`config.mk`:
```
export PLATFORM = sky130hd
export DESIGN_NAME = n_queens_first_solution_flat
export DESIGN_NICKNAME = d
export VERILOG_FILES = /design/src/nq_pkg.sv /design/src/nq_if.sv /design/src/nq_conflict.sv /design/src/n_queens_first_solution.sv /design/src/flat_wrapper.sv
export SDC_FILE = /design/constraint.sdc
export NUM_CORES = 1
export LEC_CHECK = 0
export BUFFER_PORTS_ARGS = -buffer_cell sky130_fd_sc_hd__buf_4
export CAP_MARGIN = 10
export CORE_MARGIN = 4
export CORE_UTILIZATION = 42
export DETAILED_ROUTE_END_ITERATION = 10
export GPL_TIMING_DRIVEN = 0
export PLACE_DENSITY = 0.54
export SKIP_CTS_REPAIR_TIMING = 1
export SYNTH_ARGS = -nofsm -noshare
export SYNTH_HDL_FRONTEND = slang
export SYNTH_SLANG_ARGS = --single-unit
```
`constraint.sdc`:
```
create_clock -name i_clk -period 7.8 [get_ports i_clk]
set_input_delay 1.56 -clock i_clk [delete_from_list [all_inputs] [get_ports i_clk]]
set_output_delay 1.56 -clock i_clk [all_outputs]
set_load 0.005 [all_outputs]
```
`src/nq_pkg.sv`:
```
// Shared constants for the n-queens first-solution search block.
package nq_pkg;

    localparam int unsigned BOARD_W       = 5;
    localparam int unsigned DEFAULT_MAX_N = 16;

endpackage

```
`src/nq_if.sv`:
```
// Valid/ready stream interfaces for board-size requests and queen placements.
interface nq_req_if
    import nq_pkg::*;
();
    logic               valid;
    logic               ready;
    logic [BOARD_W-1:0] board_size;

    modport source (output valid, output board_size, input ready);
    modport sink   (input valid, input board_size, output ready);
endinterface

interface nq_rsp_if
    import nq_pkg::*;
();
    logic               valid;
    logic               ready;
    logic               found;
    logic [BOARD_W-1:0] queen_row;
    logic [BOARD_W-1:0] queen_col;
    logic               last;

    modport source (output valid, output found, output queen_row, output queen_col,
                    output last, input ready);
    modport sink   (input valid, input found, input queen_row, input queen_col,
                    input last, output ready);
endinterface

```
`src/nq_conflict.sv`:
```
// Shared attack test: one earlier queen against the candidate square.
module nq_conflict
    import nq_pkg::*;
#(
    parameter int unsigned MAX_N = DEFAULT_MAX_N
) (
    input  logic [$clog2(MAX_N+1)-1:0] i_row,
    input  logic [$clog2(MAX_N)-1:0]   i_other,
    input  logic [$clog2(MAX_N+1)-1:0] i_dist,
    output logic                       o_hit
);
    localparam int unsigned CW = $clog2(MAX_N + 1);

    logic [CW-1:0] other_ext;
    logic [CW-1:0] diff;

    assign other_ext = CW'(i_other);
    assign diff      = (i_row > other_ext) ? (i_row - other_ext) : (other_ext - i_row);
    assign o_hit     = (i_row == other_ext) || (diff == i_dist);
endmodule

```
`src/n_queens_first_solution.sv`:
```
// Top level: depth-first n-queens search that returns the first full placement.
// Search: each candidate square is checked against the earlier queens one at a time
// by the single attack-test unit; each try and backtrack step passes through the try state.
// Readout: each result beat is found by a scan over up to n columns; one request at a time.
// Reset: synchronous active-low clears the sequencer and the output valid; the
// placement table needs no reset since every entry is written before it is read.
module n_queens_first_solution
    import nq_pkg::*;
#(
    parameter int unsigned MAX_N = DEFAULT_MAX_N
) (
    input  logic     i_clk,
    input  logic     i_rst_n,
    nq_req_if.sink   i_req,
    nq_rsp_if.source o_rsp
);
    localparam int unsigned AW = $clog2(MAX_N);
    localparam int unsigned CW = $clog2(MAX_N + 1);

    typedef enum logic [2:0] {
        S_IDLE,
        S_TRY,
        S_SCAN,
        S_NOSOL,
        S_OSCAN
    } t_state;

    t_state        r_state;
    logic [CW-1:0] r_n;
    logic [CW-1:0] r_col;
    logic [CW-1:0] r_row;
    logic [AW-1:0] r_k;
    logic [CW-1:0] r_r;
    logic [AW-1:0] r_c;

    logic [AW-1:0] r_place [MAX_N];

    logic               r_out_valid;
    logic               r_found;
    logic [BOARD_W-1:0] r_qrow;
    logic [BOARD_W-1:0] r_qcol;
    logic               r_last;

    logic [CW-1:0] size_sat;
    logic [AW-1:0] rd_addr;
    logic [AW-1:0] rd_data;
    logic [CW-1:0] col_gap;
    logic          hit;
    logic          out_fire;
    logic          in_fire;
    logic [CW-1:0] scan_row;
    logic          rsp_load;

    assign i_req.ready = (r_state == S_IDLE);
    assign in_fire     = i_req.valid && i_req.ready;
    assign out_fire    = r_out_valid && o_rsp.ready;

    assign o_rsp.valid     = r_out_valid;
    assign o_rsp.found     = r_found;
    assign o_rsp.queen_row = r_qrow;
    assign o_rsp.queen_col = r_qcol;
    assign o_rsp.last      = r_last;

    always_comb begin
        if (32'(i_req.board_size) > 32'(MAX_N)) begin
            size_sat = CW'(MAX_N);
        end else begin
            size_sat = CW'(i_req.board_size);
        end
    end

    always_comb begin
        unique case (r_state)
            S_TRY:   rd_addr = AW'(r_col - CW'(1));
            S_SCAN:  rd_addr = r_k;
            S_OSCAN: rd_addr = r_c;
            default: rd_addr = '0;
        endcase
    end

    assign rd_data  = r_place[rd_addr];
    assign col_gap  = r_col - CW'(r_k);
    assign scan_row = r_r + CW'(1);
    assign rsp_load = (!r_out_valid || out_fire)
                      && (r_state == S_NOSOL
                          || (r_state == S_OSCAN && rd_data == AW'(r_r)));

    nq_conflict #(
        .MAX_N (MAX_N)
    ) u_conflict (
        .i_row   (r_row),
        .i_other (rd_data),
        .i_dist  (col_gap),
        .o_hit   (hit)
    );

    always_ff @(posedge i_clk) begin
        if ((r_state == S_SCAN && !hit && r_k == AW'(r_col - CW'(1)))
            || (r_state == S_TRY && r_col != r_n && r_row < r_n && r_col == '0)) begin
            r_place[AW'(r_col)] <= AW'(r_row);
        end
    end

    always_ff @(posedge i_clk) begin
        if (!i_rst_n) begin
            r_state     <= S_IDLE;
            r_out_valid <= 1'b0;
            r_n         <= '0;
            r_col       <= '0;
            r_row       <= '0;
            r_k         <= '0;
            r_r         <= '0;
            r_c         <= '0;
        end else begin
            if (rsp_load) begin
                r_out_valid <= 1'b1;
            end else if (out_fire) begin
                r_out_valid <= 1'b0;
            end
            unique case (r_state)
                S_IDLE: begin
                    if (in_fire) begin
                        r_n   <= size_sat;
                        r_col <= '0;
                        r_row <= '0;
                        r_state <= (size_sat == '0) ? S_NOSOL : S_TRY;
                    end
                end
                S_TRY: begin
                    if (r_col == r_n) begin
                        r_r     <= '0;
                        r_c     <= '0;
                        r_state <= S_OSCAN;
                    end else if (r_row >= r_n) begin
                        if (r_col == '0) begin
                            r_state <= S_NOSOL;
                        end else begin
                            r_col <= r_col - CW'(1);
                            r_row <= CW'(rd_data) + CW'(1);
                        end
                    end else if (r_col == '0) begin
                        r_col <= r_col + CW'(1);
                        r_row <= '0;
                    end else begin
                        r_k     <= '0;
                        r_state <= S_SCAN;
                    end
                end
                S_SCAN: begin
                    if (hit) begin
                        r_row   <= r_row + CW'(1);
                        r_state <= S_TRY;
                    end else if (r_k == AW'(r_col - CW'(1))) begin
                        r_col   <= r_col + CW'(1);
                        r_row   <= '0;
                        r_state <= S_TRY;
                    end else begin
                        r_k <= r_k + AW'(1);
                    end
                end
                S_NOSOL: begin
                    if (!r_out_valid || out_fire) begin
                        r_found     <= 1'b0;
                        r_qrow      <= '0;
                        r_qcol      <= '0;
                        r_last      <= 1'b1;
                        r_state     <= S_IDLE;
                    end
                end
                S_OSCAN: begin
                    if (rd_data == AW'(r_r)) begin
                        if (!r_out_valid || out_fire) begin
                            r_found     <= 1'b1;
                            r_qrow      <= BOARD_W'(scan_row);
                            r_qcol      <= BOARD_W'(r_c) + BOARD_W'(1);
                            r_last      <= (scan_row == r_n);
                            r_r         <= scan_row;
                            r_c         <= '0;
                            if (scan_row == r_n) begin
                                r_state <= S_IDLE;
                            end
                        end
                    end else begin
                        r_c <= r_c + AW'(1);
                    end
                end
                default: r_state <= S_IDLE;
            endcase
        end
    end
endmodule

```
`src/flat_wrapper.sv`:
```
// flat-port wrapper written by rule: the top's interface ports become plain ports
module n_queens_first_solution_flat import nq_pkg::*;
#(
    parameter int unsigned MAX_N = DEFAULT_MAX_N
)
  (i_clk, i_rst_n, i_req_valid, i_req_board_size, i_req_ready, o_rsp_valid, o_rsp_found, o_rsp_queen_row, o_rsp_queen_col, o_rsp_last, o_rsp_ready);
  nq_req_if i_req_i ();
  nq_rsp_if o_rsp_i ();
  input  logic i_clk;
  input  logic i_rst_n;
  input wire logic [$bits(i_req_i.valid)-1:0] i_req_valid;
  input wire logic [$bits(i_req_i.board_size)-1:0] i_req_board_size;
  output wire logic [$bits(i_req_i.ready)-1:0] i_req_ready;
  output wire logic [$bits(o_rsp_i.valid)-1:0] o_rsp_valid;
  output wire logic [$bits(o_rsp_i.found)-1:0] o_rsp_found;
  output wire logic [$bits(o_rsp_i.queen_row)-1:0] o_rsp_queen_row;
  output wire logic [$bits(o_rsp_i.queen_col)-1:0] o_rsp_queen_col;
  output wire logic [$bits(o_rsp_i.last)-1:0] o_rsp_last;
  input wire logic [$bits(o_rsp_i.ready)-1:0] o_rsp_ready;
  assign i_req_i.valid = i_req_valid;
  assign i_req_i.board_size = i_req_board_size;
  assign i_req_ready = i_req_i.ready;
  assign o_rsp_valid = o_rsp_i.valid;
  assign o_rsp_found = o_rsp_i.found;
  assign o_rsp_queen_row = o_rsp_i.queen_row;
  assign o_rsp_queen_col = o_rsp_i.queen_col;
  assign o_rsp_last = o_rsp_i.last;
  assign o_rsp_i.ready = o_rsp_ready;
  n_queens_first_solution #(.MAX_N(MAX_N)) u_core (.i_clk(i_clk), .i_rst_n(i_rst_n), .i_req(i_req_i), .o_rsp(o_rsp_i));
endmodule
```
-- Word level (Yosys, flattened, before mapping)
Memory sizes are Yosys's and may differ from the RTL's.
Index checks and enable logic that the tools add are counted.
W data, S select, Z words.
- register bits after elaboration: 44
- bits in latches: 0
- bits in writable memories: 64
- ROM bits: 0
- input bits: 9
- output and inout port bits: 14
- logic and storage cells: 149
- memories kept: 1
- memory list (name ; depth ; width ; read ports ; clocked after Yosys merged registers in ; wr ports ; RTL line ; RTL):
    u_core.r_place ; 16 ; 4 ; 1 ; 0 ; 1 ; n_queens_first_solution.sv:36 ; logic [AW-1:0] r_place [MAX_N];
- $add $sub $neg: 11
- multiply operators: 0
- divide/modulo/power cells: 0
- order comparisons: 4
- equal/unequal tests: 29
- shift-type cells: 0
- mux-type cells: 61
- bitwise operators: 0
- reduce and logical (&&, ||, !) cells: 31
- operators by type and width (operator ; count):
    $mux W5 ; 21
    $mux W3 ; 11
    $mux W4 ; 8
    $pmux W5 S2 ; 3
    $pmux W5 S3 ; 2
    $ne A2 B2 Y1 const B ; 10
    $pmux W4 S2 ; 2
    $add A5 B1 Y5 const B ; 3
    $eq A5 B5 Y1 ; 3
    $pmux W3 S5 ; 1
    $pmux W4 S3 ; 1
    $reduce_and A6 Y1 ; 2
    $add A4 B1 Y5 const B ; 2
    $logic_not A5 Y1 ; 2
    $sub A5 B4 Y5 ; 2
    $logic_and A1 B1 Y1 ; 9
    $mux W1 ; 9
    $add A4 B1 Y4 const B ; 2
    $eq A4 B4 Y1 ; 2
    $ne A4 B4 Y1 const B ; 2
    $reduce_and A8 Y1 ; 1
    $reduce_bool A2 Y1 ; 4
    $reduce_and A7 Y1 ; 1
    $eq A3 B2 Y1 const B ; 2
    other kinds (23) ; 31

-- Depth between registers and ports, before layout
An unclocked memory read counts as a cell.
- depth after elaboration: 13
- depth in mapped cells: 23
- gate-level depth less buffers: 19

-- By module
From an unflattened synthesis, not the netlist that was laid out.
- cells, all modules: 615
- area, all modules: 6389.9 um^2
- by module, submodules not included (module ; instances ; cells each ; area each (um^2) ; seq. area each (um^2)):
    n_queens_first_solution ; 1 ; 560 ; 5941.9 ; 2922.8
    nq_conflict ; 1 ; 55 ; 447.9 ; 0.0

-- Worst setup path before layout
OpenSTA, ideal clock, no wires.
- kind: register to register
- from: register u_core.r_col[0]
- to: memory u_core.r_place[10][0] (netlist name) (enable)
- setup time: 367 ps
- arrival: 5387 ps
- required time: 7433 ps
- setup slack: 2046 ps
- stages on the path, launching flop included: 21
- buffers on the path: 4
- period minus slack after synthesis: 5754 ps
- cell sequence: dfxtp_1 buf_2 inv_1 ha_1 or4b_1 buf_2 nand3_2 buf_4 nor2_1 a32o_1 nor4_2 ha_1 nand4_1 nor2_1 a21oi_1 mux2_2 and3_1 a31o_2 o31a_1 clkbuf_1 nor3b_1
- cells in the longest elaborated chain, start to end: 13
- elaborated cells between the ends (all ways): 23
- classes of those cells: add/sub: 4; order compare: 1; eq/ne: 4; mux: 4; reduce/logical: 9; memory: 1
- ends and longest elaborated chain (element ; RTL line ; RTL):
    start, declared ; n_queens_first_solution.sv:30 ; logic [CW-1:0] r_col;
    start signal, assigned ; n_queens_first_solution.sv:138 ; r_col <= r_col - CW'(1);
    start signal, assigned ; n_queens_first_solution.sv:142 ; r_col <= r_col + CW'(1);
    start signal, assigned ; n_queens_first_solution.sv:154 ; r_col <= r_col + CW'(1);
    $sub A5 B1 Y5 ; n_queens_first_solution.sv:74, n_queens_first_solution.sv:98 ;
    $pmux W4 S3 ; n_queens_first_solution.sv:73 ; unique case (r_state)
    $mem_v2 Z16 W4 ; - ;
    $sub A4 B5 Y5, or another cell as far along ; nq_conflict.sv:18 ; assign diff = (i_row > other_ext) ? (i_row - other_ext) : (other_ext - i_row);
    $mux W5 ; nq_conflict.sv:18 ;
    $eq A5 B5 Y1 ; nq_conflict.sv:19 ; assign o_hit = (i_row == other_ext) || (diff == i_dist);
    $logic_or A1 B1 Y1 ; nq_conflict.sv:19 ;
    $logic_not A1 Y1 ; n_queens_first_solution.sv:98 ; if ((r_state == S_SCAN && !hit && r_k == AW'(r_col - CW'(1)))
    $logic_and A1 B1 Y1 (2 in a row) ; n_queens_first_solution.sv:98 ;
    $logic_or A1 B1 Y1 ; n_queens_first_solution.sv:99 ; || (r_state == S_TRY && r_col != r_n && r_row < r_n && r_col == '0)) begin
    $mux W1 ; n_queens_first_solution.sv:98 ;
    $mux W1 (implied by the code) ; n_queens_first_solution.sv:100 ; r_place[AW'(r_col)] <= AW'(r_row);
    end, declared ; n_queens_first_solution.sv:36 ;
Parallel ways exist; a longest one is shown, timed or not.

-- Final worst setup path
- from: register u_core.r_col[0]
- to: memory u_core.r_place[7][1] (netlist name) (enable)
Same word-level chain as after synthesis.

==> results.sh <==
export IMPL_report_power_total_w=0.00287
export IMPL_setup_viol=0
export IMPL_clock_skew_ps=10.3
export IMPL_fp_dieArea_mm2=0.0178
export IMPL_crit_type="reg2reg"
export IMPL_rsz0062_at_grt="false"
export IMPL_worstSkewPairLatency_ps=360
export IMPL_tns_ps=0
export IMPL_cp_num_buf_inv=5
export IMPL_critical_path_cell_chain="buf_2 -> inv_1 -> ha_1 -> or4b_1 -> buf_2 -> nand3_2 -> buf_4 -> nor2_1 -> a32o_1 -> nor4_4 -> ha_1 -> nand4_1 -> nor2_1 -> a21oi_1 -> mux2_2 -> and3_1 -> a31o_2 -> o31a_1 -> clkbuf_1 -> nor3b_1"
export IMPL_cp_required_ps=7780
export IMPL_fillers=1452
export IMPL_routedWlPerCell_um=21.0
export IMPL_dpl_hpwl_um=13800
export IMPL_initial_core_util_pct=43.1
export IMPL_slew_violations=0
export IMPL_antenna_cells=0
export IMPL_synth_edf_count=76
export IMPL_via_per_inst=5.92
export IMPL_max_vdd_ir_drop_v=0.000218
export IMPL_synthToLayoutAreaGrowth_pct=11.1
export IMPL_yosys_register_bits=108
export IMPL_cap_viol_max_count=0
export IMPL_ant_nets=0
export IMPL_fin_crit_sh_pct=91.7
export IMPL_rows=45
export IMPL_core_region_area_mm2=0.0153
export IMPL_arrival_ps=7140
export IMPL_status="complete, no violations"
export IMPL_worst_pin_slew_ps=1010
export IMPL_cpPeakStageDelay_ps=790
export IMPL_synthArstFlopShare_pct=0
export IMPL_grt_overflow=0
export IMPL_htree_levels=3
export IMPL_synth_area_per_cell_um2=10.6
export IMPL_synth_cells=622
export IMPL_cts_buffers=9
export IMPL_grt_pass1_wl_um=28600
export IMPL_fin_crit_ps=7150
export IMPL_final_hold_viol_count=0
export IMPL_slowest_stage="nor3b_1"
export IMPL_drtIter0Drc=426
export IMPL_antenna_found_initial=0
export IMPL_nNetsFinal=692
export IMPL_mostFrequentLayoutCells="edfxtp_1, nor2_1, nand2_1"
export IMPL_die_h_um=133
export IMPL_end_kind="register"
export IMPL_powerDensity_mw_per_mm2=392
export IMPL_cts_root_buf="clkbuf_16"
export IMPL_tritoncts="done"
export IMPL_drive_gt1_share_pct=13.7
export IMPL_worstPathMaxFanout=10
export IMPL_ys_warn_count=0
export IMPL_startpoint_type="register"
export IMPL_slew_headroom_pct=32.6
export IMPL_die_x_um=133
export IMPL_gp_congestion=0.931
export IMPL_synth_cell_type_count=91
export IMPL_io_buffer_count=21
export IMPL_seq_area_mm2=0.00292
export IMPL_hold_class="reg2reg"
export IMPL_clock_fmax_mhz=140
export IMPL_grtUsageTotal_pct=20.6
export IMPL_cts_sinks=108
export IMPL_drt_pre_antenna_iters=5
export IMPL_drc=0
export IMPL_io_pins=23
export IMPL_grt_max_degree=24
export IMPL_vias=5150
export IMPL_cts_buffer_depth=2
export IMPL_clk_pin_slew_ps=70
export IMPL_synth_nets=660
export IMPL_p_leak_nw=2.65
export IMPL_synth_area_mm2=0.00659
export IMPL_cpLargestDelayFamily="simple AND/OR/NAND/NOR gates"
export IMPL_multi_input_area_mm2=0.00335
export IMPL_final_common_cell="edfxtp_1"
export IMPL_finalWirelength_um=18200
export IMPL_ys_seq_area_share_pct=44.3
export IMPL_grt_pass1_vias=5020
export IMPL_synthFlopType="edfxtp_1"
==> worst register-to-register path, delay by kind of cell (launching register included) <==
kind	cells	cell delay [ps]
AO/OA/AOI/OAI	4	1280
adder cells (fa/ha/maj)	2	840
buffers and inverters	5	1170
flip-flops	1	380
multiplexers	1	400
AND/OR/NAND/NOR	8	2700
==> final cells by class <==
| cell class | count | area share [%] |
|---|---|---|
| Multi-Input combinational cell | 447 | 45.7 |
| Sequential cell | 108 | 39.9 |
| Tap cell | 211 | 3.60 |
| Clock buffer | 11 | 3.31 |
| Buffer | 31 | 2.65 |
| Timing Repair Buffer | 21 | 2.15 |
| Inverter | 36 | 1.86 |
| Clock inverter | 5 | 0.786 |
==> metal layers <==
metal | track usage [%] | share of wire (%)
met5 | 0 | 0
met4 | 7.66 | 2.2
met3 | 2.11 | 4.4
met2 | 33.0 | 47
met1 | 29.1 | 46
==> power by group <==
| group | switching (W) | total (W) | internal, W | leakage (nW) |
|---|---|---|---|---|
| registers | 0.0000574 | 0.000712 | 0.000655 | 0.938 |
| clock network | 0.000212 | 0.000472 | 0.000259 | 0.150 |
| logic | 0.00103 | 0.00169 | 0.000656 | 1.56 |
==> worst paths after layout <==
kind                                       from                    to  slack [ps]  cells after the start
worst max register to register  u_core.r_col[0]  u_core.r_place[7][1]         650                     20
worst min-delay path              u_core.r_r[4]         u_core.r_r[4]         490                      2
worst max-delay path            u_core.r_col[0]  u_core.r_place[7][1]         650                     20
worst min register to register    u_core.r_r[4]         u_core.r_r[4]         490                      2
==> cell families after synthesis <==
family / after synthesis / synth area share, %
fa+ha+maj: 29 / 5.84
xor+xnor: 31 / 4.12
buf+inv: 67 / 5.01
compound gates: 153 / 17.2
simple gates: 209 / 19.7
mux: 25 / 3.87
flops: 108 / 44.3
==> sequential cells by signal (all words and copies together), names as in the netlist <==
name and cells:
u_core.r_place 64, u_core.o_rsp.queen_col 5, u_core.o_rsp.queen_row 5, u_core.r_col 5, u_core.r_n 5, u_core.r_r 5, u_core.r_row 5, u_core.r_c 4
u_core.r_k 4, u_core.r_state 3, u_core.o_rsp.found 1, u_core.o_rsp.last 1, u_core.o_rsp.valid 1
==> synthesized netlist by cell type, drive strengths merged, types with 9 or more instances <==
cell    number  area (um2)
nor3b       17         133
clkbuf      10        37.5
a21oi       33         176
nand3       18         108
buf         21         156
nor3        13        76.3
nor2        42         160
mux2i       21         210
inv         35         131
nand2       40         150
o21a         9        67.6
o21ai       16        83.8
o211ai      12        90.1
ha          26         325
xnor2       16         140
edfxtp      76        2280
nor2b        9        56.3
dfxtp       32         641
nand4       10        68.8
xor2        15         131
==> stage by stage <==
stage	hold WS (ps)	instance area (um2)	cells	setup slack, ps	utilization (%)
finish	488	7320	870	646	47.8
global route	506	7320	870	285	47.8
CTS	496	7320	870	474	47.8
detailed placement	485	7020	854	499	45.8
global placement	475	7020	854	529	45.8
floorplan	460	6590	622	2050	-
Note: power is estimated with default switching activity, not from simulation.
